File: src/sv/assert_macros.svh
// Assertion macros for the RTL files of the block-pair dot product.
// Each macro expects signals named clk and arst_n in the scope where it is used.
`ifndef ASSERT_MACROS_SVH
`define ASSERT_MACROS_SVH

// Same-cycle implication, checked outside reset.
`define Q4BD_ASSERT_NOW(lbl, ante, cons, msg) \
	lbl: assert property (@(posedge clk) disable iff (!arst_n) (ante) |-> (cons)) \
		else $error(msg);

// Next-cycle implication, checked outside reset.
`define Q4BD_ASSERT_NXT(lbl, ante, cons, msg) \
	lbl: assert property (@(posedge clk) disable iff (!arst_n) (ante) |=> (cons)) \
		else $error(msg);

`endif

File: src/sv/q4bd_pkg.sv
// Package for the block-pair dot product: widths, constants, unpacked fp32 type
// and the operand unpacking functions. No dependencies.
`timescale 1ns / 1ps
`default_nettype none
package q4bd_pkg;

	localparam int BLOCK_LEN     = 32;
	localparam int CODE_W        = 4;
	localparam int CODE_OFFSET   = 8;
	localparam int WORD_CODES    = 16;
	localparam int DOT_W         = 13;
	localparam int NUM_LANES_DEF = 4;
	localparam int FP_W          = 32;
	localparam int MAN_W         = 24;
	localparam logic [FP_W-1:0] CANON_NAN = 32'h7FC0_0000;
	localparam logic [FP_W-1:0] POS_ZERO  = 32'h0000_0000;
	// An integer operand n is presented as n * 2^(150 - 127 - 23).
	localparam logic [7:0] INT_EXP = 8'd150;

	typedef struct packed {
		logic             sign;
		logic [7:0]       exp;   // effective biased exponent, 1 for subnormals
		logic [MAN_W-1:0] man;   // mantissa with the hidden bit made explicit
		logic             nan;
		logic             inf;
		logic             zero;
	} fp_op_t;

	function automatic fp_op_t fp_unpack(input logic [FP_W-1:0] b);
		fp_op_t r;
		r.sign = b[31];
		r.nan  = 1'b0;
		r.inf  = 1'b0;
		r.zero = 1'b0;
		if (b[30:23] == 8'd0) begin
			r.exp  = 8'd1;
			r.man  = {1'b0, b[22:0]};
			r.zero = (b[22:0] == 23'd0);
		end else begin
			r.exp = b[30:23];
			r.man = {1'b1, b[22:0]};
			if (b[30:23] == 8'hFF) begin
				r.nan = (b[22:0] != 23'd0);
				r.inf = (b[22:0] == 23'd0);
			end
		end
		return r;
	endfunction

	function automatic fp_op_t int_unpack(input logic signed [DOT_W-1:0] d);
		fp_op_t r;
		logic [DOT_W-1:0] mag;
		mag    = d[DOT_W-1] ? (~d + 1'b1) : d;
		r.sign = d[DOT_W-1];
		r.exp  = INT_EXP;
		r.man  = {{(MAN_W-DOT_W){1'b0}}, mag};
		r.nan  = 1'b0;
		r.inf  = 1'b0;
		r.zero = (mag == '0);
		return r;
	endfunction

endpackage
`default_nettype wire

File: src/sv/q4bd_fmul.sv
// Two-stage IEEE binary32 multiplier, round to nearest even, subnormals kept.
// Takes unpacked operands from q4bd_pkg; any NaN result is the canonical quiet NaN.
`timescale 1ns / 1ps
`default_nettype none
module q4bd_fmul
	import q4bd_pkg::*;
(
	input  wire logic            clk,
	input  wire fp_op_t          a,
	input  wire fp_op_t          b,
	output logic [FP_W-1:0]      res_s2
);

	logic [2*MAN_W-1:0]  p_s1;
	logic signed [10:0]  e_s1;
	logic                sign_s1, nan_s1, inf_s1, zero_s1;

	always_ff @(posedge clk) begin
		p_s1    <= a.man * b.man;
		e_s1    <= $signed({3'b0, a.exp}) + $signed({3'b0, b.exp}) - 11'sd126;
		sign_s1 <= a.sign ^ b.sign;
		nan_s1  <= a.nan | b.nan | (a.inf & b.zero) | (a.zero & b.inf);
		inf_s1  <= a.inf | b.inf;
		zero_s1 <= a.zero | b.zero;
	end

	logic [5:0]          lz, sh;
	logic [2*MAN_W-1:0]  pn, t, msk;
	logic signed [10:0]  e, shw;
	logic [7:0]          ef;
	logic                lost, rnd;
	logic [30:0]         word;
	logic [FP_W-1:0]     res;

	always_comb begin
		lz = '0;
		for (int i = 0; i < 2*MAN_W; i++) begin
			if (p_s1[i]) lz = 6'(2*MAN_W-1-i);
		end
		pn  = p_s1 << lz;
		e   = e_s1 - $signed({5'b0, lz});
		shw = 11'sd1 - e;
		if (e < 11'sd1) begin
			sh = (shw > 11'sd48) ? 6'd48 : shw[5:0];
			ef = 8'd0;
		end else begin
			sh = '0;
			ef = e[7:0];
		end
		t    = pn >> sh;
		msk  = ~({(2*MAN_W){1'b1}} << sh);
		lost = |(pn & msk);
		rnd  = t[23] & ((|t[22:0]) | lost | t[24]);
		word = {ef, t[46:24]} + {30'b0, rnd};
		priority if (nan_s1)
			res = CANON_NAN;
		else if (inf_s1)
			res = {sign_s1, 8'hFF, 23'd0};
		else if (zero_s1)
			res = {sign_s1, 31'd0};
		else if (e > 11'sd254)
			res = {sign_s1, 8'hFF, 23'd0};
		else
			res = {sign_s1, word};
	end

	always_ff @(posedge clk) begin
		res_s2 <= res;
	end

endmodule
`default_nettype wire

File: config.mk
export PLATFORM = sky130hd
export DESIGN_NAME = q4bd_fmul
export DESIGN_NICKNAME = d
export VERILOG_FILES = /design/src/sv/assert_macros.svh /design/src/sv/q4bd_pkg.sv /design/src/sv/q4bd_fmul.sv
export SDC_FILE = /design/constraint.sdc
export NUM_CORES = 2
export LEC_CHECK = 0
export ABC_CLOCK_PERIOD_IN_PS = 26600
export CAP_MARGIN = 20
export CORE_MARGIN = 1
export CORE_UTILIZATION = 37
export CTS_CLUSTER_SIZE = 40
export DETAILED_ROUTE_END_ITERATION = 7
export DONT_BUFFER_PORTS = 1
export PLACE_DENSITY = 0.57
export SLEW_MARGIN = 20
export SYNTH_ARGS = -nofsm -noshare
export SYNTH_HDL_FRONTEND = slang
export SYNTH_SLANG_ARGS = --single-unit
File: constraint.sdc
create_clock -name clk -period 26.6 [get_ports clk]
set_input_delay 7.98 -clock clk [delete_from_list [all_inputs] [get_ports clk]]
set_output_delay 7.98 -clock clk [all_outputs]
set_load 0.02 [all_outputs]
==> flow_summary.toml <==
[run_status]
outcome = "finished with violations"
violations = "DRC"

[floorplanning]
core_um2 = 80800
ios = 105
chipHeight_um = 288
dieArea_um2 = 83000
fp-row-count = 104
start_util_pct = 37.5
dieWidth_um = 288

[sta]
fin_crit_ps = 15800
fin_setup_tns_ps = 0
finalSetupViolCount = 0
maxSlewHeadroom_pct = 27.2
skew_ps = 9.30
hold_viol = 0
worst_pin_slew_ps = 1090
rsz0062_at_grt = "false"
fmax_mhz = 63.3
finalHoldWorstSlack_ps = 446
finalCritPeriodShare_pct = 59.4
drv_slew = 0

[worst_setup_path]
critPathKind = "in -> reg"
ff2ff_setup_slack_ps = 15610
critPathArrivalTime_ps = 16110
cp_slowest_stage_delay_ps = 600
startpoint_type = "primary input"
cp_max_fo = 24
worst_path_most_repeated_cell = "fa_1"
critPathCaptureType = "flip-flop"
required_ps = 26910
cp_slowest_cell = "o41ai_1"

[grt]
gr-usage-all-layers_pct = 24.5
busiest_layer = "met2"
grt_first_pass_wirelength_um = 158000
grt_max_degree = 64
grt_pass1_vias = 26600
gr-usage-met2_pct = 38.2
grt.met1_usage_pct = 34.6
grt_remaining_overflow = 0
antenna_found_initial = 0
met3_usage_pct = 3.79

[finish]
antennaDiodeCount = 0
fin_nets = 4364
layout_common_cells = "nand2_1 (542), inv_1 (532), fa_1 (484)"
num-fill-cells = 8392
drive_above_1_share_pct = 3.87
area_growth_pct = 3.16
final_common_cell = "nand2_1"

[routing]
drcViolationCount = 4
num_vias = 27000
antenna_left = 0
first_pass_iters = 8
wl_um = 101000
drtIter0Drc = 2462
vias_per_cell = 5.78
wire_per_inst_um = 21.6

[logic_synthesis]
ys_types = 108
syn_avg_cell_area_um2 = 7.98
yosys-top-cells-area = "fa_1 (32%), ha_1 (8.2%), nand2_1 (6.7%)"
synth-edff-count = 0
yosysSeqAreaShare_pct = 6.21
synthFlopType = "dfxtp_1"
synth_top_cell_area_share_pct = 32.0
syn_inst = 3793
yosys_warnings = 0
async_flop_share_pct = 0
ys_ff_latch = 94
syn_nets = 4548
synth_top_area_cell = "fa_1"
netlist_area_um2 = 30300

[clocking]
htreeDepth = 3
post_cts_buffers = 0
cts_root_buffer = "clkbuf_16"
clock_latency_ps = 380
clock_sinks = 94
cts_tree = "done"
ctsResizeCount = 0
cts_inserted_buffers = 9
clk_pin_slew_worst_paths_ps = 80
cts_hold_buffers = 0
clockBufferDepth = 2

[place]
hpwl_um = 79200
place.port_buffers = 0
place_congestion = 1.00

[run]
maxCapViolCount = 0

[min_path]
hold_path_class = "reg -> reg"
[synth_stat cells, types with 10 or more instances]
cell	number
and2_1	252
nor2_1	194
nand2b_1	22
clkbuf_1	158
nor2b_1	16
nor3b_1	11
o211a_1	10
o32ai_1	22
xor2_1	16
o32a_1	12
ha_1	198
a211oi_1	40
buf_2	39
nor3_1	83
nor4_1	45
a21o_1	29
o21ai_0	118
nand3_1	79
o22ai_1	33
nand4_1	23
or2_2	14
a211o_1	10
o211ai_1	49
or3_1	28
a2111oi_0	12
fa_1	484
mux2_2	11
inv_1	532
o2111ai_1	12
o31ai_1	15
o21a_1	29
o221ai_1	14
buf_1	15
nand2_1	542
or4_1	16
dfxtp_1	94
xnor2_1	51
a21oi_1	148
o21ai_1	13
and3_1	19
mux2i_1	42
a31oi_1	34
[registers in the layout, summed over array words and instances, names as in the netlist]
register,flops
res_s2,32
p_s1,48
sign_s1,1
e_s1,10
inf_s1,1
zero_s1,1
nan_s1,1
[logic make-up after synthesis]
family          after synthesis  synth area share (%)
flops                        94                  6.21
fa+ha+maj                   682                  40.2
buf+inv                     768                  9.97
xor+xnor                     67                  1.94
compound gates              750                  17.6
mux                          54                  1.87
simple gates               1378                  22.2
[area by class of cell]
| class | instances | area [µm²] | share of cell area, % |
|---|---|---|---|
| clock buffer | 9 | 225 | 0.721 |
| clock inverter | 7 | 92.6 | 0.296 |
| inverter | 540 | 2030 | 6.50 |
| multi-input combinational | 2931 | 25400 | 81.4 |
| sequential | 94 | 1880 | 6.02 |
| tap | 1060 | 1330 | 4.25 |
| timing repair buffer | 33 | 248 | 0.793 |
[critical path: cells and delay by family]
| family | cells | cell delay [ps] |
|---|---|---|
| and+or+nand+nor | 5 | 780 |
| adders and majority gates | 8 | 3880 |
| AOI/OAI and AO/OA | 13 | 3240 |
| buffers and inverters | 2 | 100 |
| xor gates and xnor gates | 1 | 130 |
[worst paths after layout]
check | from | end | depth (start not counted)
max | a[20] | p_s1[44] | 29
min | sign_s1 | res_s2[31] | 1
max reg2reg | p_s1[44] | res_s2[22] | 32
min reg2reg | sign_s1 | res_s2[31] | 1
[metal layers]
metal | vias up | routed length (µm)
met5 | - | 0
met3 | 170 | 8140
met4 | 0 | 3170
li1 | 12300 | -
met1 | 13300 | 45200
met2 | 1212 | 44700
[metrics by stage]
stage / cell area, µm² / std cells / setup slack [ps] / utilization (%)
6_report: 31200 / 4674 / 10800 / 38.7
5_1_grt: 31200 / 4674 / 10140 / 38.7
2_1_floorplan: 30300 / 3793 / 10950 / -
3_5_place_dp: 30900 / 4658 / 10370 / 38.3
4_1_cts: 31200 / 4674 / 10750 / 38.7
3_3_place_gp: 30900 / 4658 / 10430 / 38.3
Power is left out: the tool's default activity adds up to more than one toggle a clock period on the data nets, which glitch-free logic cannot reach.
