### src/sv/assert_macros.svh
// Assertion macros for the RTL files of the block-pair dot product.
// Each macro expects signals named clk and arst_n in the scope where it is used.
`ifndef ASSERT_MACROS_SVH
`define ASSERT_MACROS_SVH

// Same-cycle implication, checked outside reset.
`define Q4BD_ASSERT_NOW(lbl, ante, cons, msg) \
	lbl: assert property (@(posedge clk) disable iff (!arst_n) (ante) |-> (cons)) \
		else $error(msg);

// Next-cycle implication, checked outside reset.
`define Q4BD_ASSERT_NXT(lbl, ante, cons, msg) \
	lbl: assert property (@(posedge clk) disable iff (!arst_n) (ante) |=> (cons)) \
		else $error(msg);

`endif

### src/sv/q4bd_pkg.sv
// Package for the block-pair dot product: widths, constants, unpacked fp32 type
// and the operand unpacking functions. No dependencies.
`timescale 1ns / 1ps
`default_nettype none
package q4bd_pkg;

	localparam int BLOCK_LEN     = 32;
	localparam int CODE_W        = 4;
	localparam int CODE_OFFSET   = 8;
	localparam int WORD_CODES    = 16;
	localparam int DOT_W         = 13;
	localparam int NUM_LANES_DEF = 4;
	localparam int FP_W          = 32;
	localparam int MAN_W         = 24;
	localparam logic [FP_W-1:0] CANON_NAN = 32'h7FC0_0000;
	localparam logic [FP_W-1:0] POS_ZERO  = 32'h0000_0000;
	// An integer operand n is presented as n * 2^(150 - 127 - 23).
	localparam logic [7:0] INT_EXP = 8'd150;

	typedef struct packed {
		logic             sign;
		logic [7:0]       exp;   // effective biased exponent, 1 for subnormals
		logic [MAN_W-1:0] man;   // mantissa with the hidden bit made explicit
		logic             nan;
		logic             inf;
		logic             zero;
	} fp_op_t;

	function automatic fp_op_t fp_unpack(input logic [FP_W-1:0] b);
		fp_op_t r;
		r.sign = b[31];
		r.nan  = 1'b0;
		r.inf  = 1'b0;
		r.zero = 1'b0;
		if (b[30:23] == 8'd0) begin
			r.exp  = 8'd1;
			r.man  = {1'b0, b[22:0]};
			r.zero = (b[22:0] == 23'd0);
		end else begin
			r.exp = b[30:23];
			r.man = {1'b1, b[22:0]};
			if (b[30:23] == 8'hFF) begin
				r.nan = (b[22:0] != 23'd0);
				r.inf = (b[22:0] == 23'd0);
			end
		end
		return r;
	endfunction

	function automatic fp_op_t int_unpack(input logic signed [DOT_W-1:0] d);
		fp_op_t r;
		logic [DOT_W-1:0] mag;
		mag    = d[DOT_W-1] ? (~d + 1'b1) : d;
		r.sign = d[DOT_W-1];
		r.exp  = INT_EXP;
		r.man  = {{(MAN_W-DOT_W){1'b0}}, mag};
		r.nan  = 1'b0;
		r.inf  = 1'b0;
		r.zero = (mag == '0);
		return r;
	endfunction

endpackage
`default_nettype wire

### src/sv/q4bd_lane.sv
// One lane of the code dot product: products of offset 4-bit code pairs, summed.
// Depends on q4bd_pkg.
`timescale 1ns / 1ps
`default_nettype none
module q4bd_lane
	import q4bd_pkg::*;
#(
	parameter int CODES = BLOCK_LEN / NUM_LANES_DEF
) (
	input  wire logic                         clk,
	input  wire logic [CODES*CODE_W-1:0]      x_codes,
	input  wire logic [CODES*CODE_W-1:0]      y_codes,
	output logic signed [DOT_W-1:0]           psum_s1
);

	logic signed [DOT_W-1:0] sum;

	always_comb begin
		logic signed [CODE_W:0] ca;
		logic signed [CODE_W:0] cb;
		logic signed [2*CODE_W+1:0] pr;
		sum = '0;
		for (int i = 0; i < CODES; i++) begin
			ca  = $signed({1'b0, x_codes[i*CODE_W +: CODE_W]}) - (CODE_W+1)'(CODE_OFFSET);
			cb  = $signed({1'b0, y_codes[i*CODE_W +: CODE_W]}) - (CODE_W+1)'(CODE_OFFSET);
			pr  = ca * cb;
			sum = sum + DOT_W'(pr);
		end
	end

	always_ff @(posedge clk) begin
		psum_s1 <= sum;
	end

endmodule
`default_nettype wire

### config.mk
export PLATFORM = sky130hd
export DESIGN_NAME = q4bd_lane
export DESIGN_NICKNAME = d
export VERILOG_FILES = /design/src/sv/assert_macros.svh /design/src/sv/q4bd_pkg.sv /design/src/sv/q4bd_lane.sv
export SDC_FILE = /design/constraint.sdc
export NUM_CORES = 1
export LEC_CHECK = 0
export BUFFER_PORTS_ARGS = -buffer_cell sky130_fd_sc_hd__buf_4
export CORE_ASPECT_RATIO = 0.7
export CORE_UTILIZATION = 64
export CTS_CLUSTER_SIZE = 12
export DETAILED_ROUTE_END_ITERATION = 10
export GPL_ROUTABILITY_DRIVEN = 0
export GPL_TIMING_DRIVEN = 0
export PLACE_DENSITY_LB_ADDON = 0.2
export SYNTH_ARGS = -nofsm -noshare
export SYNTH_HDL_FRONTEND = slang
export SYNTH_SLANG_ARGS = --single-unit
### constraint.sdc
create_clock -name clk -period 10.2 [get_ports clk]
set_clock_uncertainty 0.15 [all_clocks]
set_input_delay 2.04 -clock clk [delete_from_list [all_inputs] [get_ports clk]]
set_output_delay 2.04 -clock clk [all_outputs]
set_load 0.02 [all_outputs]
==> impl_results.md, run 1 <==
* Initial antenna violation count at 0
* Relative slew slack at 0.634
* Yosys reg bits at 13
* Avg WL per Cell at 15.3 µm
* Num Clock Sinks at 13
* Worst slew pin tran at 0.549 ns
* Startpoint Class: input pin
* Synth Flop Type: dfxtp_1
* Data required, critical path at 10.18 ns
* Via density at 4.90
* RSZ-0062 raised after global routing: no
* PortBufs at 76
* Status: completed
* Hold WC Path Type: input pin to register
* Most numerous cell in the Yosys netlist: inv_1
* # rows at 35
* First-pass GRT wire length at 30,100 µm
* DRC viols at 0
* Tmin final at 8.89 ns
* Vias in the first global route at 6,144
* Yosys top cell area share at 0.574
* Yosys warning total at 0
* Synth area leader: fa_1
* Sequential area share after synthesis at 0.0293
* Final wirelength at 17,300 µm
* DP HPWL at 16,600 µm
* Final setup fails at 0
* Via count at 5,556
* Die Wd at 143 µm
* Max Slew Vio Count at 0
* CORE AREA at 13,400 µm²
* Hold Buf Count CTS at 0
* H-Tree Depth at 1
* ANT nets after route at 0
* Die ar. at 14,400 µm²
* Fmax at 112 MHz
* Avg Synthesized Cell Area at 10.2 µm²
* Area Growth Syn to Fin at 9.90%
* Hold path start: x_codes[18]
* Ys async rst share at 0
* Fill cell count at 997
* Post-synth EDFFs at 0
* Total GRT Usage at 0.278
* Crit path max fanout at 10
* Critical path class: input pin to register
* WHS Endpoint: psum_s1[0]$_DFF_P_
* TNS Setup at 0 ns
* Endpoint class of the critical path: register
* Cell count after synthesis at 869
* Synth unique cells at 36
* Largest cells by area after synthesis: fa_1 (57%), inv_1 (12%), ha_1 (12%)
* Nets at 1,353
* Worst EP arrival at 8.87 ns
* CTS clk-pin slew, worst paths at 0.05 ns
* Most common library cells after synthesis: inv_1 (281), fa_1 (255), ha_1 (83)
* Post-synthesis net count at 1,272
* Largest net degree at the start of global routing at 11
* Antenna diodes at 0
* Gr ovfl total at 0
* Final hold vios at 0
* CTS Buf Count at 3
* Setup bufs post-CTS at 0
* Starting Density at 0.666
* I/O pins at 78
* Hold path depth at 4
* Largest registers: psum_s1 x13
* Clock Path Buffers at 2
* Synthesized area at 8900 µm²
* Largest Register: psum_s1
* CTS root buf: clkbuf_16
* CTS tree: done
* Share of cells above drive strength 1 at 0.109
* Final period util at 0.872
* Max_cap viols at 0
* CTS resizes at 0
* 1st-iter DRT viols at 193
* DR pass1 iterations at 4
* Max FFs per register at 13
* Die Y at 101 µm
## worst max path at each step
stage                     cells after the start                   to  slack (ns)        start
after CTS                                    24  psum_s1[12]$_DFF_P_        1.24  x_codes[31]
after floorplan                              19  psum_s1[11]$_DFF_P_        1.76  x_codes[15]
after global routing                         24  psum_s1[12]$_DFF_P_        0.92  x_codes[31]
after global placement                       24  psum_s1[12]$_DFF_P_        1.08  x_codes[31]
final                                        24  psum_s1[12]$_DFF_P_        1.31  x_codes[31]
after detailed placement                     20  psum_s1[11]$_DFF_P_        0.99  x_codes[31]
## final cells by class
class | instances | area, µm² | share of cell area
buffer | 1 | 3.75 | 0.000384
clock buffer | 4 | 78.8 | 0.00806
inverter | 284 | 1070 | 0.109
multi-input combinational | 571 | 7570 | 0.774
sequential | 13 | 260 | 0.0266
tap | 185 | 231 | 0.0237
timing repair buffer | 76 | 571 | 0.0584
## kinds of logic (layout without fill, tap and decap cells)
group / after synthesis / in the layout / share of synthesized area
compound gates: 23 / 23 / 0.0205
xor+xnor: 27 / 27 / 0.0266
fa+ha+maj: 339 / 339 / 0.692
buf+inv: 285 / 365 / 0.120
flops: 13 / 13 / 0.0293
mux: 1 / 1 / 0.00127
simple gates: 181 / 181 / 0.110
## through the flow
step / cell area [µm²] / hold WS, ns / setup slack, ns / cells / util
finish: 9780 / 2.31 / 1.31 / 1134 / 0.732
global route: 9780 / 2.36 / 0.923 / 1134 / 0.732
CTS: 9780 / 2.32 / 1.24 / 1134 / 0.732
detailed placement: 9700 / 2.30 / 0.992 / 1130 / 0.726
global placement: 9700 / 2.30 / 1.08 / 1130 / 0.726
floorplan: 8900 / 2.23 / 1.76 / 869 / -
## worst max-delay path, stage by stage
cell,delay (ns)
buf_4,0.10
nand2b_1,0.45
inv_2,0.29
fa_1,0.61
inv_1,0.08
fa_1,0.50
inv_1,0.05
fa_1,0.58
inv_1,0.10
fa_1,0.49
inv_1,0.05
fa_1,0.48
fa_1,0.51
fa_1,0.51
inv_1,0.06
fa_1,0.49
inv_1,0.05
ha_1,0.28
ha_1,0.35
nand2_1,0.09
o21ai_0,0.09
a311oi_2,0.38
a21oi_2,0.10
xnor2_1,0.13
## placed cells by master (no fill, tap or decap), types with 21 or more instances in the layout
master / n
fa_1: 255
xnor2_1: 21
buf_4: 76
nand2b_1: 28
nor2b_1: 24
inv_1: 281
nor2_1: 25
ha_1: 83
nand2_1: 35
and2_1: 50
## routing by layer
metal	wire length, µm	part of all wire	GRT usage	up-vias
met5	0	0	0	-
met4	13	0.00075	0.00662	0
met3	834	0.048	0.0333	4
met2	7880	0.46	0.440	108
met1	8570	0.50	0.441	2828
li1	-	-	-	2616
Power of run 1 is left out: the tool's default activity adds up to more than one toggle a clock period on the data nets, which glitch-free logic cannot reach.
==> run 2: changes to the inputs <==
--- a/config.mk
+++ b/config.mk
@@ -13,6 +13,7 @@
 export GPL_ROUTABILITY_DRIVEN = 0
 export GPL_TIMING_DRIVEN = 0
 export PLACE_DENSITY_LB_ADDON = 0.2
+export REMOVE_ABC_BUFFERS = 1
 export SYNTH_ARGS = -nofsm -noshare
 export SYNTH_HDL_FRONTEND = slang
 export SYNTH_SLANG_ARGS = --single-unit
==> run 2 against run 1 <==
Compared with the run above:
- routed wire length rose by 1.3%
- highest routed layer unchanged
- largest cell class unchanged
- sequential share of layout area hardly changed
- clock-buffer cell count is the same
- critical endpoint unchanged
- design area about the same
- flip-flop and latch count unchanged
==> impl_results.md, run 2 (same netlist as run 1, synthesis figures left out) <==
* CTS clk-pin slew, worst paths at 0.04 ns
* Final wirelength at 17,500 µm
* Via density at 4.95
* Largest registers: psum_s1 x13
* Met3 wire length at 933 µm
* Via count at 5,616
* Largest Register: psum_s1
* Share of cells above drive strength 1 at 0.110
* Worst Setup SP: x_codes[31]
* Max Slew Vio Count at 0
* # rows at 35
* Hold path depth at 4
* Fmax at 112 MHz
* Crit path max fanout at 10
* Final hold vios at 0
* DR top layer: met4
* Tmin final at 8.92 ns
* Worst slew pin tran at 0.565 ns
* Final setup fails at 0
* Vias in the first global route at 6,149
* DR pass1 iterations at 4
* Critical path class: input pin to register
* Worst EP arrival at 8.89 ns
* Metal2 WL at 8010 µm
* Most frequent cells in the layout: inv_1 (281), fa_1 (255), ha_1 (83), buf_4 (77), and2_1 (50)
* Die Y at 101 µm
* Total GRT Usage at 0.280
* Crit path to: psum_s1[12]$_DFF_P_
* Routed metal-1 wire length at 8390 µm
* ANT nets after route at 0
* I/O pins at 78
* TNS Setup at 0 ns
* Data required, critical path at 10.17 ns
* Die ar. at 14,400 µm²
* Most common cell after layout, fill and taps aside: inv_1
* Area Growth Syn to Fin at 9.94%
* Largest net degree at the start of global routing at 11
* Startpoint Class: input pin
* Final period util at 0.875
* Hold WC Path Type: input pin to register
* CTS Buf Count at 3
* Antenna diodes at 0
* CTS resizes at 0
* Max FFs per register at 13
* RSZ-0062 raised after global routing: no
* PortBufs at 77
* Gr ovfl total at 0
* Num Clock Sinks at 13
* DP HPWL at 16,700 µm
* DRC viols at 0
* Clock Path Buffers at 2
* Nets at 1,353
* Initial antenna violation count at 0
* 1st-iter DRT viols at 194
* Hold path start: x_codes[18]
* Relative slew slack at 0.624
* CORE AREA at 13,400 µm²
* CTS tree: done
* Avg WL per Cell at 15.5 µm
* Hold Buf Count CTS at 0
* Max_cap viols at 0
* Status: completed
* Starting Density at 0.666
* H-Tree Depth at 1
* CTS root buf: clkbuf_16
* First-pass GRT wire length at 30,300 µm
* Endpoint class of the critical path: register
* Die Wd at 143 µm
* Setup bufs post-CTS at 0
run 2: changes by cell type in the layout (fill, tap and decap cells not counted):
| cell | before | now |
|---|---|---|
| buf_4 | 76 | 77 |
| clkbuf_1 | 2 | 1 |
run 2: how the worst min path moves through the flow:
stage                         end  slack (ns)
2_1_floorplan          psum_s1[0]        2.23
3_3_place_gp           psum_s1[6]        2.30
3_5_place_dp           psum_s1[6]        2.30
4_1_cts        psum_s1[0]$_DFF_P_        2.37
5_1_grt        psum_s1[0]$_DFF_P_        2.38
6_report       psum_s1[0]$_DFF_P_        2.36
run 2: area by class of cell:
type | instances | area, µm²
multi-input combinational | 571 | 7570
inverter | 284 | 1070
sequential | 13 | 260
timing repair buffer | 77 | 578
clock buffer | 4 | 78.8
tap | 185 | 231
fill | 972 | 3580
run 2: critical path: stages:
cell	delay (ns)
buf_4	0.10
nand2b_1	0.46
inv_2	0.30
fa_1	0.63
inv_1	0.08
fa_1	0.51
inv_1	0.06
fa_1	0.58
inv_1	0.10
fa_1	0.48
inv_1	0.06
fa_1	0.48
fa_1	0.51
fa_1	0.51
inv_1	0.05
fa_1	0.50
inv_1	0.05
ha_1	0.27
ha_1	0.34
nand2_1	0.09
o21ai_0	0.09
a311oi_2	0.37
a21oi_2	0.10
xnor2_1	0.13
run 2: per-stage QoR:
stage / worst slack, ns / util / area [µm²] / cells / hold WS (ns)
floorplan: 1.76 / - / 8890 / 868 / 2.23
global placement: 1.08 / 0.726 / 9700 / 1130 / 2.30
detailed placement: 1.01 / 0.726 / 9700 / 1130 / 2.30
CTS: 1.26 / 0.732 / 9780 / 1134 / 2.37
global route: 1.02 / 0.732 / 9780 / 1134 / 2.38
finish: 1.28 / 0.732 / 9780 / 1134 / 2.36
run 2: routing by layer:
layer	GRT usage	vias up
met3	0.0266	9
met2	0.439	126
li1	-	2624
met1	0.443	2857
met5	0	-
met4	0.0273	0
Power of run 2 is left out for the same reason.
