===== src/sv/assert_macros.svh =====
// Assertion macros for the RTL files of the block-pair dot product.
// Each macro expects signals named clk and arst_n in the scope where it is used.
`ifndef ASSERT_MACROS_SVH
`define ASSERT_MACROS_SVH

// Same-cycle implication, checked outside reset.
`define Q4BD_ASSERT_NOW(lbl, ante, cons, msg) \
	lbl: assert property (@(posedge clk) disable iff (!arst_n) (ante) |-> (cons)) \
		else $error(msg);

// Next-cycle implication, checked outside reset.
`define Q4BD_ASSERT_NXT(lbl, ante, cons, msg) \
	lbl: assert property (@(posedge clk) disable iff (!arst_n) (ante) |=> (cons)) \
		else $error(msg);

`endif


===== src/sv/q4bd_pkg.sv =====
// Package for the block-pair dot product: widths, constants, unpacked fp32 type
// and the operand unpacking functions. No dependencies.
`timescale 1ns / 1ps
`default_nettype none
package q4bd_pkg;

	localparam int BLOCK_LEN     = 32;
	localparam int CODE_W        = 4;
	localparam int CODE_OFFSET   = 8;
	localparam int WORD_CODES    = 16;
	localparam int DOT_W         = 13;
	localparam int NUM_LANES_DEF = 4;
	localparam int FP_W          = 32;
	localparam int MAN_W         = 24;
	localparam logic [FP_W-1:0] CANON_NAN = 32'h7FC0_0000;
	localparam logic [FP_W-1:0] POS_ZERO  = 32'h0000_0000;
	// An integer operand n is presented as n * 2^(150 - 127 - 23).
	localparam logic [7:0] INT_EXP = 8'd150;

	typedef struct packed {
		logic             sign;
		logic [7:0]       exp;   // effective biased exponent, 1 for subnormals
		logic [MAN_W-1:0] man;   // mantissa with the hidden bit made explicit
		logic             nan;
		logic             inf;
		logic             zero;
	} fp_op_t;

	function automatic fp_op_t fp_unpack(input logic [FP_W-1:0] b);
		fp_op_t r;
		r.sign = b[31];
		r.nan  = 1'b0;
		r.inf  = 1'b0;
		r.zero = 1'b0;
		if (b[30:23] == 8'd0) begin
			r.exp  = 8'd1;
			r.man  = {1'b0, b[22:0]};
			r.zero = (b[22:0] == 23'd0);
		end else begin
			r.exp = b[30:23];
			r.man = {1'b1, b[22:0]};
			if (b[30:23] == 8'hFF) begin
				r.nan = (b[22:0] != 23'd0);
				r.inf = (b[22:0] == 23'd0);
			end
		end
		return r;
	endfunction

	function automatic fp_op_t int_unpack(input logic signed [DOT_W-1:0] d);
		fp_op_t r;
		logic [DOT_W-1:0] mag;
		mag    = d[DOT_W-1] ? (~d + 1'b1) : d;
		r.sign = d[DOT_W-1];
		r.exp  = INT_EXP;
		r.man  = {{(MAN_W-DOT_W){1'b0}}, mag};
		r.nan  = 1'b0;
		r.inf  = 1'b0;
		r.zero = (mag == '0);
		return r;
	endfunction

endpackage
`default_nettype wire


===== src/sv/q4bd_fadd.sv =====
// Two-stage IEEE binary32 adder, round to nearest even, subnormals kept.
// Depends on q4bd_pkg; any NaN result is the canonical quiet NaN.
`timescale 1ns / 1ps
`default_nettype none
module q4bd_fadd
	import q4bd_pkg::*;
(
	input  wire logic            clk,
	input  wire logic [FP_W-1:0] a_bits,
	input  wire logic [FP_W-1:0] b_bits,
	output logic [FP_W-1:0]      res_s2
);

	fp_op_t          a, b, big, sml;
	logic            sub;
	logic [7:0]      d;
	logic [4:0]      dc;
	logic [26:0]     am, bs, bfull, bm;
	logic [27:0]     s;

	always_comb begin
		a = fp_unpack(a_bits);
		b = fp_unpack(b_bits);
		if ({a.exp, a.man} >= {b.exp, b.man}) begin
			big = a;
			sml = b;
		end else begin
			big = b;
			sml = a;
		end
		sub   = a.sign ^ b.sign;
		d     = big.exp - sml.exp;
		dc    = (d > 8'd27) ? 5'd27 : d[4:0];
		am    = {big.man, 3'b0};
		bfull = {sml.man, 3'b0};
		bs    = bfull >> dc;
		// Bits shifted out fold into the sticky position.
		bm    = bs | {26'b0, |(bfull & ~({27{1'b1}} << dc))};
		s     = sub ? ({1'b0, am} - {1'b0, bm}) : ({1'b0, am} + {1'b0, bm});
	end

	logic [27:0] s_s1;
	logic [7:0]  exp_s1;
	logic        sign_s1, zsign_s1, nan_s1, inf_s1, isign_s1;

	always_ff @(posedge clk) begin
		s_s1     <= s;
		exp_s1   <= big.exp;
		sign_s1  <= big.sign;
		zsign_s1 <= sub ? 1'b0 : a.sign;
		nan_s1   <= a.nan | b.nan | (a.inf & b.inf & sub);
		inf_s1   <= a.inf | b.inf;
		isign_s1 <= a.inf ? a.sign : b.sign;
	end

	logic [4:0]      lz, sh;
	logic [7:0]      lim;
	logic [26:0]     sn;
	logic [9:0]      e;
	logic            rnd;
	logic [30:0]     word;
	logic [FP_W-1:0] res;

	always_comb begin
		lz  = '0;
		for (int i = 0; i < 27; i++) begin
			if (s_s1[i]) lz = 5'(26-i);
		end
		lim = exp_s1 - 8'd1;
		sh  = ({3'b0, lz} < lim) ? lz : lim[4:0];
		if (s_s1[27]) begin
			sn = {s_s1[27:2], s_s1[1] | s_s1[0]};
			e  = {2'b0, exp_s1} + 10'd1;
		end else begin
			sn = s_s1[26:0] << sh;
			e  = sn[26] ? ({2'b0, exp_s1} - {5'b0, sh}) : 10'd0;
		end
		rnd  = sn[2] & (sn[1] | sn[0] | sn[3]);
		word = {e[7:0], sn[25:3]} + {30'b0, rnd};
		priority if (nan_s1)
			res = CANON_NAN;
		else if (inf_s1)
			res = {isign_s1, 8'hFF, 23'd0};
		else if (s_s1 == '0)
			res = {zsign_s1, 31'd0};
		else if (e > 10'd254)
			res = {sign_s1, 8'hFF, 23'd0};
		else
			res = {sign_s1, word};
	end

	always_ff @(posedge clk) begin
		res_s2 <= res;
	end

endmodule
`default_nettype wire


===== config.mk =====
export PLATFORM = sky130hd
export DESIGN_NAME = q4bd_fadd
export DESIGN_NICKNAME = d
export VERILOG_FILES = /design/src/sv/assert_macros.svh /design/src/sv/q4bd_pkg.sv /design/src/sv/q4bd_fadd.sv
export SDC_FILE = /design/constraint.sdc
export NUM_CORES = 1
export LEC_CHECK = 0
export ABC_AREA = 1
export BUFFER_PORTS_ARGS = -buffer_cell sky130_fd_sc_hd__buf_4
export CORE_MARGIN = 2
export CORE_UTILIZATION = 30
export CTS_CLUSTER_DIAMETER = 100
export CTS_CLUSTER_SIZE = 25
export DETAILED_ROUTE_END_ITERATION = 10
export GPL_ROUTABILITY_DRIVEN = 0
export HOLD_SLACK_MARGIN = 0.08
export PLACE_DENSITY = 0.56
export SLEW_MARGIN = 20
export SYNTH_ARGS = -nofsm -noshare
export SYNTH_HDL_FRONTEND = slang
export SYNTH_SLANG_ARGS = --single-unit

===== constraint.sdc =====
create_clock -name clk -period 23.1 [get_ports clk]
set_clock_uncertainty 0.2 [all_clocks]
set_input_delay 1.155 -clock clk [delete_from_list [all_inputs] [get_ports clk]]
set_output_delay 1.155 -clock clk [all_outputs]
set_load 0.01 [all_outputs]

==> results of run 1 <==
[sequential cells by signal, summed over array words and instances (netlist names)]
| signal | count |
|---|---|
| exp_s1 | 8 |
| inf_s1 | 1 |
| isign_s1 | 1 |
| nan_s1 | 1 |
| res_s2 | 32 |
| s_s1 | 28 |
| sign_s1 | 1 |
| zsign_s1 | 1 |
[per-stage QoR]
step	setup WS (ps)	hold WS (ps)	cell area [um^2]	total power, mW	utilization
2_1_floorplan	15020	225	12400	0.833	-
3_3_place_gp	12990	253	13400	1.10	0.328
3_5_place_dp	12920	253	13400	1.10	0.328
4_1_cts	13230	264	13800	1.27	0.337
5_1_grt	11780	296	13800	1.40	0.337
6_report	13030	257	13800	1.29	0.337
[cell usage in the layout, fill, tap and decap left out, types with 5 or more instances in the layout]
cell | synthesis | layout
sky130_fd_sc_hd__and2_1 | 6 | 6
sky130_fd_sc_hd__o21ai_1 | 22 | 22
sky130_fd_sc_hd__a22oi_1 | 7 | 7
sky130_fd_sc_hd__nor3_1 | 26 | 26
sky130_fd_sc_hd__o31ai_1 | 9 | 9
sky130_fd_sc_hd__o21ai_2 | 6 | 6
sky130_fd_sc_hd__nand2_1 | 629 | 629
sky130_fd_sc_hd__nand3_1 | 338 | 338
sky130_fd_sc_hd__nand4_1 | 49 | 49
sky130_fd_sc_hd__a21oi_1 | 117 | 117
sky130_fd_sc_hd__nor2_1 | 181 | 181
sky130_fd_sc_hd__inv_2 | 15 | 15
sky130_fd_sc_hd__o21ai_0 | 115 | 115
sky130_fd_sc_hd__inv_1 | 300 | 300
sky130_fd_sc_hd__xor2_1 | 33 | 33
sky130_fd_sc_hd__nand3_2 | 6 | 5
sky130_fd_sc_hd__nor2_2 | 5 | 5
sky130_fd_sc_hd__or2_2 | 8 | 8
sky130_fd_sc_hd__nand2_2 | 12 | 12
sky130_fd_sc_hd__buf_4 | 7 | 104
sky130_fd_sc_hd__a31oi_1 | 14 | 14
sky130_fd_sc_hd__xnor2_1 | 5 | 5
sky130_fd_sc_hd__a21oi_2 | 11 | 11
sky130_fd_sc_hd__clkbuf_16 | 0 | 9
sky130_fd_sc_hd__o21a_1 | 8 | 8
sky130_fd_sc_hd__ha_1 | 95 | 95
sky130_fd_sc_hd__nor4_1 | 14 | 14
sky130_fd_sc_hd__dfxtp_1 | 73 | 73
sky130_fd_sc_hd__o21bai_1 | 5 | 5
sky130_fd_sc_hd__nor2_4 | 5 | 5
[path summary, 6_finish.rpt]
check                   startpoint                    end  slack (ps)  depth (start not counted)
setup / recovery        b_bits[27]       s_s1[27]$_DFF_P_       13030                         51
hold / removal    isign_s1$_DFF_P_  res_s2[31]$_SDFF_PP0_         260                          2
setup reg to reg   s_s1[0]$_DFF_P_  res_s2[14]$_SDFF_PP0_       16030                         37
hold reg to reg   isign_s1$_DFF_P_  res_s2[31]$_SDFF_PP0_         260                          2
[worst register-to-register path, delay by kind of cell, from the launching register on]
family / cells / cell delay (ps)
and+or+nand+nor: 23 / 3670
buffers and inverters: 4 / 290
adders and majority gates: 3 / 880
AOI/OAI and AO/OA: 7 / 1420
DFF: 1 / 480
[layer usage]
metal	part of all wire	up-vias	GRT usage
met1	0.41	6816	0.280
met4	0.062	2	0.127
li1	-	7488	-
met2	0.45	760	0.364
met5	0.00024	-	0
met3	0.078	168	0.0325
[synthesized netlist by cell type (5+ instances only)]
master                     instances  share of area
sky130_fd_sc_hd__buf_4             7         0.0042
sky130_fd_sc_hd__a22oi_1           7         0.0042
sky130_fd_sc_hd__and2_1            6         0.0030
sky130_fd_sc_hd__nand2_2          12         0.0061
sky130_fd_sc_hd__nand2_1         629           0.19
sky130_fd_sc_hd__o21bai_1          5         0.0030
sky130_fd_sc_hd__xor2_1           33          0.023
sky130_fd_sc_hd__nand3_2           6         0.0048
sky130_fd_sc_hd__o21ai_2           6         0.0042
sky130_fd_sc_hd__inv_1           300          0.091
sky130_fd_sc_hd__a21oi_1         117          0.047
sky130_fd_sc_hd__nor3_1           26          0.010
sky130_fd_sc_hd__nor2_1          181          0.055
sky130_fd_sc_hd__o31ai_1           9         0.0054
sky130_fd_sc_hd__nor4_1           14         0.0071
sky130_fd_sc_hd__o21a_1            8         0.0048
sky130_fd_sc_hd__nand3_1         338           0.14
sky130_fd_sc_hd__ha_1             95          0.096
sky130_fd_sc_hd__clkbuf_1         42          0.013
sky130_fd_sc_hd__dfxtp_1          73           0.12
sky130_fd_sc_hd__a21oi_2          11         0.0078
sky130_fd_sc_hd__nand4_1          49          0.025
sky130_fd_sc_hd__nor2_2            5         0.0025
sky130_fd_sc_hd__a31oi_1          14         0.0071
sky130_fd_sc_hd__or2_2             8         0.0040
sky130_fd_sc_hd__xnor2_1           5         0.0035
sky130_fd_sc_hd__buf_6            12          0.011
sky130_fd_sc_hd__inv_2            15         0.0045
sky130_fd_sc_hd__o21ai_0         115          0.046
sky130_fd_sc_hd__o21ai_1          22         0.0089
sky130_fd_sc_hd__nor2_4            5         0.0045
sky130_fd_sc_hd__buf_2            20         0.0081
[final cells by class]
type                       instances  area [um^2]  share of cell area
clock buffer                      10          239              0.0174
clock inverter                     6          115             0.00837
inverter                         317         1190              0.0865
multi-input combinational       1778         9310               0.676
sequential                        73         1460               0.106
tap                              532          666              0.0484
timing repair buffer             104          781              0.0567
[logic make-up (layout without fill, tap and decap cells)]
family | count (synthesis) | after routing | synth area share
AND/OR/NAND/NOR | 1297 | 1297 | 0.462
buffers and inverters | 400 | 437 | 0.132
AO/OA/AOI/OAI | 344 | 344 | 0.160
adder cells (fa/ha/maj) | 97 | 97 | 0.0991
flip-flops | 73 | 73 | 0.118
XOR/XNOR | 39 | 39 | 0.0281
multiplexers | 1 | 1 | 0.000807
[where the power goes]
group | internal, mW | switching (mW) | total (mW)
logic | 0.284 | 0.618 | 0.903
clock network | 0.109 | 0.0564 | 0.165
registers | 0.176 | 0.0455 | 0.222
total | 0.569 | 0.720 | 1.29
==> summary.md, run 1 <==
At the later pin of the worst-skew pair, clock insertion delay measures 350 ps. The via density per instance was 5.40. The per-cell routed wire length is 17.4 um. The endpoint type of the worst setup path was a flip-flop. Row generation in the floorplan step produced 74 rows.

The leakage power is 6.95 nW. The starting density of the core is 0.304, and the fmax is 0.0993 GHz. A synthesized cell averages 5.51 um^2. After detailed routing, the number of remaining DRC violations is 0.

Shortest period the worst path allows: 10070 ps. Summing over every cut layer, the via total after detailed routing is 15200. On the worst path, the slowest cell contributes a delay of 750 ps. Post-CTS setup-driven buffer insertion count: 0.

Synthesis inferred 73 register bits. The CTS sink count is 73, and the area added between synthesis and finish is 10.9%. For this run, the number of Yosys warnings is 0. For the area of the placeable core, the log shows 40800 um^2. The wire length of the first global-routing pass is 77400 um.

The worst-case IR drop observed on VDD is 0.0412 mV. The path class of the tightest hold or removal check is flip-flop to flip-flop. In this run the cell area of the synthesized design comes to 12400 um^2. For the I/O pin total, the log shows 97. The global router's overall resource usage is 0.223. The initial antenna violation count is 2, and the deepest clock path buffer count is 2. After clock tree synthesis, the repair step resized 0 gates.

The gate family responsible for the most delay along the worst path was compound AO/OA/AOI/OAI gates. Clock root buffer master: sky130_fd_sc_hd__clkbuf_16. Setup repair after global routing left no endpoint under its margin.

The sequential share of the synthesized area is 0.118. The post-synthesis cell count came out at 2251. Setup violations remaining at the end of the flow were counted as 0. For the worst setup path, the data arrival time is 10160 ps. Detailed placement finished with a half-perimeter wire length of 39700 um. The H-tree generated during clock tree synthesis spans 3 levels. For the number of distinct library cells after synthesis, the log shows 65. The slowest stage of the critical path belongs to the cell sky130_fd_sc_hd__nand3_4. For the worst setup path, the data required time is 23190 ps. Most used flip-flop cell after synthesis: sky130_fd_sc_hd__dfxtp_1.

The number of global-route vias before repair came out at 14200. At the pin with the least slew margin, the transition time is 1040 ps. The horizontal extent of the die came out at 207 um.

In this design, the critical path's most frequently occurring cell is sky130_fd_sc_hd__a21oi_1. The total negative setup slack came out at 0 ps. The flow ran to the end, and the final reports show no timing, DRC or antenna violations. The tools report the post-detailed-routing wire length as 49100 um. The tools report the nature of the critical path startpoint as an input port.

Entering global routing, the biggest net connects 115 pins. The run gives 2413 as the net count of the mapped netlist. The category of the critical setup timing path is input port to flip-flop.

The number of maximum-capacitance constraint violations was 0; the number of diodes was 0. The overall die area was 43000 um^2. The fraction of registers with async set/reset works out to 0. Count of input and output buffers: 96. The relative slew slack is 0.297, and the fill cell total of the finished layout is 4591. The post-CTS clock slew at the launch and capture registers of the worst setup and hold paths is 60 ps.

The highest fanout seen on the critical path is 114, and the number of nets at the end of the flow is 2445. For this block, the initial DRC count from the detailed router was 1631. The fraction of layout instances using a drive strength above 1 works out to 0.0874. The final count of hold timing violations was 0; the die span in y was 207 um.

The final max-slew violation count was 0. After global routing the overflow that remains totals 0. TritonCTS built the clock tree.

The final critical-path share of the clock period was 0.436; the first-pass iteration count of the detailed router was 9. The number of buffers and inverters on the critical path is 6. Buffers inserted during clock tree synthesis total 9. In this run the power density over the cells is 93.7 nW/um^2. The number of enable-type register cells in the synthesized netlist is 0, and the number of placed instances with taps included is 2804.

For the count of hold-fix buffers inserted at cts, the log shows 0. For this run, the number of standard cells in the final layout without fillers is 2820. In this run the remaining antenna-violating nets after routing total 0.
No activity file was read; power rests on OpenSTA's default activity.
==> inputs of run 2 (changes only) <==
- ABC_AREA: 1 -> 0
- PLACE_DENSITY: 0.56 -> 0.57
- clock period: 23.1 -> 8.8 ns (I/O delays scaled with it)
==> run 2 against run 1 <==
Net effect:
- sequential cell count unchanged
- area after synthesis decreased by 3.4%
- non-clock buffer count increased by 169
- count of clock-buffer cells in the layout increased by 1
- register-to-register slack got worse by 15000 ps
- wire length decreased by 1.2%
- worst setup slack got worse by 13000 ps
- global-route usage increased by 0.21 points
- design area increased by 9.6%
- die area decreased by 3.4%
- clock power increased by 140%
- critical path type unchanged
==> summary.md, run 2 <==
The flow ran to the end, and the final reports show no timing, DRC or antenna violations. Final critical-path share of the clock period: 0.983. In this run, the number of DRC markers left after iteration 0 of detailed routing was 1792. The tree built by TritonCTS fans out to 73 sinks.

The non-filler instance count after layout is 2478. The fraction of layout instances using a drive strength above 1 works out to 0.215. The most used flip-flop cell after synthesis is sky130_fd_sc_hd__dfxtp_1. After detailed routing, the number of remaining DRC violations is 0. The final count of hold timing violations was 0. Cell seen most often among critical-path stages: sky130_fd_sc_hd__o21a_1.

After global routing the overflow that remains totals 0. The fraction of registers with async set/reset works out to 0. The clock insertion delay at the later pin of the skew report was 340 ps. The starting density of the core came out at 0.303.

Yosys mapped a number of flops with a built-in enable equal to 0. Ranked by total cell area, the synthesized netlist is headed by sky130_fd_sc_hd__dfxtp_1 12%, sky130_fd_sc_hd__ha_1 9.9%, sky130_fd_sc_hd__nand2_1 6.2%. Number of global-route vias before repair: 13400. Setup repair after global routing could not meet its margin everywhere. The cell area that synthesis handed to floorplanning was 12000 um^2. Clock tree synthesis inserted a total of 9 buffers. Synthesis inferred 73 register bits. Number of vias after detailed routing: 14600. The core occupancy in the finished layout is 0.381, and the die span in y is 204 um.

For the leakage power, the log shows 6.49 nW. The floorplan step defined a die boundary enclosing 41500 um^2. Measured along the x axis, the die boundary spans 204 um.

The tools report the endpoint type of the worst setup path as a flip-flop. The total power is 3.37 mW. When the netlist entered floorplanning its net count stood at 1920. The master of the slowest instance on the critical path was sky130_fd_sc_hd__or4_4. TritonCTS built the clock tree.

Ranked by instance count, the synthesized netlist is headed by 199 x sky130_fd_sc_hd__nand2_1, 168 x sky130_fd_sc_hd__nor2_1, 136 x sky130_fd_sc_hd__a21oi_1. The worst setup path is launched from an input port. Counting every instance in the synthesized netlist gives 1758. The cell type with the largest total area after synthesis is sky130_fd_sc_hd__dfxtp_1. In this design, the stage delay of the slowest critical-path cell is 550 ps. The hold-critical path depth came out at 3. The per-cell routed wire length works out to 19.6 um. The worst hold-check path type was input port to flip-flop. The logs give 39500 um^2 for the area of the placeable core and 0 for the count of hold-fix buffers inserted at cts. For the pin with the worst max-slew slack, the measured transition is 1020 ps. The floorplan has 73 rows.

In the post-synthesis netlist, the cell with the most instances is sky130_fd_sc_hd__nand2_1. Counting I/O delays and the setup requirement, the final critical path takes 8650 ps. For this design the top-level I/O count stands at 97.

For this run, the top clock speed supported by timing is 0.116 GHz. The highest fanout seen on the critical path is 5. Level count of the clock H-tree: 3. After the last flow step, the layout net total stands at 2110.

Entering global routing, the biggest net connects 63 pins. The post-CTS clock slew at the launch and capture registers of the worst setup and hold paths was 60 ps; the global router's overall resource usage was 0.225. After detailed routing, the number of vias per cell comes to 5.88.

The final max-slew violation count was 0; the endpoint required time on the critical path was 8820 ps. The tools report the wire length of the first global-routing pass as 74600 um. The sequential share of the synthesized area was 0.122; the number of setup violations in the final report was 0.

The power density normalized to cell area works out to 223 nW/um^2. The share of the synthesized area in the top cell type is 0.122. The register bank with the most flops was res_s2. The worst setup path is of the input port to flip-flop kind. The average instance in the mapped netlist occupies 6.81 um^2. The number of distinct library cells after synthesis is 97, and the relative slew slack is 0.310.

The run gives 0 as the residual antenna-violating net count after detailed routing. Counting along the longest clock path gives a buffer depth of 2. The tools report the initial antenna violation count as 0. Length in cells of the worst reg-to-reg path: 23.

The count of buffers added on input and output ports is 96. For the final routed database, the setup TNS stands at 0 ps. The tightest hold path in the finished design has a slack of 186 ps. The arrival time at the worst endpoint came out at 8670 ps.

The area added between synthesis and finish came out at 25.9%. In the final layout, the registers with the most flip-flops are res_s2 x32, s_s1 x28, exp_s1 x8. Max-cap violations in this run came to 0. The root buffer cell chosen for the clock tree is sky130_fd_sc_hd__clkbuf_16. The Yosys warning count was 0. For this run, the detailed router's first-pass iteration total came to 6.

The routed design has 48500 um of wire. Detailed placement finished with a half-perimeter wire length of 38200 um. The register with the most flip-flops in the layout has 32 of them. In this run, placement finished with an instance count of 2440.

Leaving out fill and tap cells, the most frequent cell in the layout is sky130_fd_sc_hd__buf_4. Maximum vdd ir drop: 0.127 mV. The library cells used most frequently in the layout, excluding fill and tap cells, are 262 x sky130_fd_sc_hd__buf_4, 195 x sky130_fd_sc_hd__nand2_1, 165 x sky130_fd_sc_hd__nor2_1. 0 antenna diodes ended up in the layout.
## run 2: cell types whose count changed after synthesis, moves of 23 or more
cell / change
sky130_fd_sc_hd__clkbuf_1: +23
sky130_fd_sc_hd__inv_1: -185
sky130_fd_sc_hd__xnor2_1: +33
sky130_fd_sc_hd__nor3_1: +33
sky130_fd_sc_hd__nand4_1: -32
sky130_fd_sc_hd__mux2i_1: +50
sky130_fd_sc_hd__nand2_1: -430
sky130_fd_sc_hd__nand3_1: -246
## run 2: through the flow
step,cell area [um^2],setup slack [ps]
3_3_place_gp,14200,-376
3_5_place_dp,14200,-581
2_1_floorplan,12000,52.4
4_1_cts,14500,2.93
5_1_grt,15100,-207
6_report,15100,149
## run 2: layer usage
| layer | track usage | part of all wire | vias up |
|---|---|---|---|
| li1 | - | - | 6841 |
| met1 | 0.297 | 0.41 | 6729 |
| met2 | 0.357 | 0.44 | 826 |
| met3 | 0.0372 | 0.10 | 173 |
| met4 | 0.105 | 0.051 | 0 |
| met5 | 0 | 0 | - |
## run 2: worst paths after layout
check	start	to	slack, ps
max	a_bits[29]	s_s1[23]$_DFF_P_	150
min reg2reg	nan_s1$_DFF_P_	res_s2[31]$_SDFF_PP0_	330
max reg2reg	s_s1[1]$_DFF_P_	res_s2[24]$_SDFF_PP1_	1380
min	a_bits[31]	sign_s1$_DFF_P_	190
## run 2: cells by family after synthesis
| kind of cell | count (synthesis) | share of synthesized area |
|---|---|---|
| multiplexers | 80 | 0.0793 |
| buffers and inverters | 215 | 0.0706 |
| AO/OA/AOI/OAI | 552 | 0.311 |
| AND/OR/NAND/NOR | 678 | 0.268 |
| XOR/XNOR | 63 | 0.0461 |
| adder cells (fa/ha/maj) | 97 | 0.103 |
| flip-flops | 73 | 0.122 |
## run 2: critical path: cells and delay by family
kind | cells | cell delay [ps]
AO/OA/AOI/OAI | 31 | 5260
multiplexers | 1 | 260
adder cells (fa/ha/maj) | 3 | 610
XOR/XNOR | 1 | 120
buffers and inverters | 7 | 940
AND/OR/NAND/NOR | 5 | 1050
## run 2: where the power goes
part	internal, mW	leakage [nW]	switching (mW)
Sequential	0.468	0.614	0.174
Combinational	0.973	5.71	1.36
Clock	0.255	0.159	0.133
Total	1.70	6.49	1.67
## run 2: timing repair
action,4_1_cts,5_1_grt
resized for setup,4,82
pin swaps,0,59
setup buffers,0,21
endpoints found under the setup margin,4,11
gates cloned,0,1
## run 2: cell type report
class / instances / area [um^2]
Multi-Input combinational cell: 1470 / 10100
Sequential cell: 73 / 1460
Clock buffer: 11 / 243
Timing Repair Buffer: 273 / 2120
Fill cell: 4158 / 24500
Clock inverter: 5 / 78.8
Tap cell: 525 / 657
Inverter: 121 / 454
==> inputs of run 3 (changes only) <==
- CTS_BUF_LIST: unset -> sky130_fd_sc_hd__clkbuf_8
- PLACE_DENSITY: 0.57 -> 0.46
==> run 3 against run 2 <==
Net effect:
- highest routed layer unchanged
- non-clock buffer count is 17 higher
- combinational power hardly changed
- die area stayed put
- sequential cell count stayed put
- critical path depth is 3 lower
- utilization is 0.25 points lower
- sequential share of layout area is 0.071 points higher
- worst setup slack better by 190 ps
- final cell count is 0.69% higher
- largest cell class unchanged
- power is 4.6% lower
- first-iteration DRC count is 22% lower
==> summary.md, run 3 (synthesis gave the netlist of run 2 again) <==
The run finished with clean final reports. For the total congestion overflow after global routing, the log shows 0. The starting density of the core came out at 0.303.

Data on the critical path arrives at its endpoint at 8500 ps. Once detail routing completed, the nets flagged for antenna violations numbered 0. The tools report the part of the total power dissipated in combinational logic as 0.730. In this run the critical register-to-register path is launched from s_s1[1]$_DFF_P_.

The relative slew slack is 0.350. Category of the critical setup timing path: input port to flip-flop. The die is 204 um wide. The post-CTS clock slew at the launch and capture registers of the worst setup and hold paths was 70 ps.

The number of flip-flops in the largest register is 32. The highest fanout seen on the critical path is 6. The fraction of power spent switching nets came out at 0.515. Clock root buffer master: sky130_fd_sc_hd__clkbuf_8. The internal power of the cells totals 1.56 mW. 0 antenna diodes ended up in the layout. Tracing the worst setup path back leads to its startpoint at a_bits[29].

The count of input and output buffers is 96, and the number of maximum-capacitance constraint violations is 0. For this design, the CTS-stage hold fixing added 0 buffers. The flop-to-flop setup slack was 1060 ps.

The maximum vdd ir drop is 0.0723 mV. The tools report the initial antenna violation count as 0. The number of CTS-inserted buffers came out at 9.

For this block, the routed nets add up to 51400 um of wire. The floorplan step defined a core boundary enclosing 39500 um^2. The total power came out at 3.21 mW. Dividing the detail-routed wire length by the instance count gives 20.6 um. The library cells used most frequently in the layout, excluding fill and tap cells, are 283 x sky130_fd_sc_hd__buf_4, 196 x sky130_fd_sc_hd__nand2_1, 166 x sky130_fd_sc_hd__nor2_1. The largest registers in the layout are res_s2 x32, s_s1 x28, exp_s1 x8. In the final design database the tool counted 2127 nets. Setup repair after global routing could not meet its margin everywhere.

Ranked by flip-flop count, first place goes to res_s2. For this design the top-level I/O count stands at 97. In this run the most critical hold path is launched from a_bits[31]. The logs give 73 for the CTS sink count and 15000 um^2 for the final non-filler cell area. STA classifies the critical path endpoint as a flip-flop. Via density per instance: 5.76.

The tools report the sequential group share of total power as 0.197. The number of placed instances, taps included, is 2459. The nature of the critical path startpoint was an input port.

The master of the slowest instance on the critical path was sky130_fd_sc_hd__or4_4. The first global-routing pass estimated 78700 um of wire. No sink is reached through more buffers than the 2 on the longest clock path.

The run gives 41500 um^2 as the overall die area. The smallest clock period supported by the final layout is computed as 8460 ps. The logs give 6 for the first-pass iteration count of the detailed router and 8840 ps for the endpoint required time on the critical path.

In this run the critical register-to-register path is captured at res_s2[24]$_SDFF_PP1_. Counting the fill cells in the layout gives 4280. Excluding fillers, the count of instances in the completed layout stands at 2495. The area added between synthesis and finish is 25.1%, and the clock insertion delay at the later pin of the skew report is 370 ps. The die span in y works out to 204 um. The hold-critical path depth was 3. The final max-slew violation count came out at 0.

Setup violations remaining at the end of the flow were counted as 0. Once routing completed, OpenROAD measured the worst setup slack at 341 ps. The DRC marker count from the first detailed-route iteration was 1406. Most frequent standard cell in the layout excluding fill and tap cells: sky130_fd_sc_hd__buf_4. The analysis attributes to net switching a power of 1.66 mW. The tools report the fmax as 0.118 GHz. The worst register-to-register path has a depth of 23. The level count of the clock H-tree is 3. For this run, design rule violations remaining after detail routing come to 0.

The fraction of layout instances using a drive strength above 1 was 0.217. Prior to clock tree synthesis, the placed netlist has a worst setup slack of -650 ps. The maximum number of pins on one net before global-route repair came out at 63. The leakage power was 6.52 nW; the clock share of power was 0.073. The largest stage delay on the critical path is 560 ps.

The post-place instance area was 14300 um^2; the power density normalized to cell area was 214 nW/um^2. Row generation in the floorplan step produced 73 rows. The cell that appears most often on the critical path is sky130_fd_sc_hd__buf_4.

The global router's overall resource usage was 0.241. TritonCTS built the clock tree. The final critical-path share of the clock period is 0.961, and the number of global-route vias before repair is 13500. The final route contains 14400 vias.

Endpoint with the worst hold slack: sign_s1$_DFF_P_. For the HPWL reported at the end of detailed placement, the log shows 41200 um. At the pin with the least slew margin, the transition time is 966 ps. The tightest min-delay check is of the input port to flip-flop type.

The final count of hold timing violations was 0.
-- run 3: cell type report --
cell class	instances	area (um^2)	area share
well taps	525	657	0.0438
repair buffers	290	2250	0.150
clock inverters	5	23.8	0.00159
multi-input cells	1470	9980	0.666
flip-flops and latches	73	1460	0.0976
clock buffers	11	151	0.0101
inverters	121	454	0.0303
-- run 3: how the worst max path moves through the flow --
stage                             endpoint  slack (ps)
after floorplan           s_s1[25]$_DFF_P_          50
after global placement    s_s1[27]$_DFF_P_        -440
after detailed placement  s_s1[27]$_DFF_P_        -650
after CTS                 s_s1[27]$_DFF_P_          30
after global routing      s_s1[27]$_DFF_P_         -60
final                     s_s1[23]$_DFF_P_         340
-- run 3: metrics by stage --
stage | util | setup TNS, ps | hold slack, ps
floorplan | - | 0 | 204
global placement | 0.362 | -1300 | 264
detailed placement | 0.362 | -2550 | 259
CTS | 0.367 | 0 | 166
global route | 0.379 | -196 | 187
finish | 0.379 | 0 | 188
-- run 3: timing repair --
action,4_1_cts,5_1_grt
gates resized for setup,5,69
setup buffers,0,19
gates cloned,0,1
endpoints found under the setup margin,3,12
endpoints found under the hold margin,0,0
pin swaps,0,28
-- run 3: routing by layer --
layer  routed length, um  GRT usage
met2               23400      0.395
met4                2140     0.0965
met5                   0          0
met1               22300      0.315
met3                3570     0.0361
-- run 3: power by group through the flow --
stage	logic (mW)	clock network, mW	registers, mW
after global placement	2.24	0	0.632
after detailed placement	2.24	0	0.633
after floorplan	1.43	0	0.587
after global routing	2.55	0.256	0.644
after CTS	2.25	0.243	0.626
final	2.35	0.234	0.634
-- run 3: critical path, delay by kind of cell --
kind | cells | cell delay [ps]
buf+inv | 10 | 1490
simple gates | 5 | 980
fa+ha+maj | 2 | 600
compound gates | 27 | 4850
xor+xnor | 1 | 120
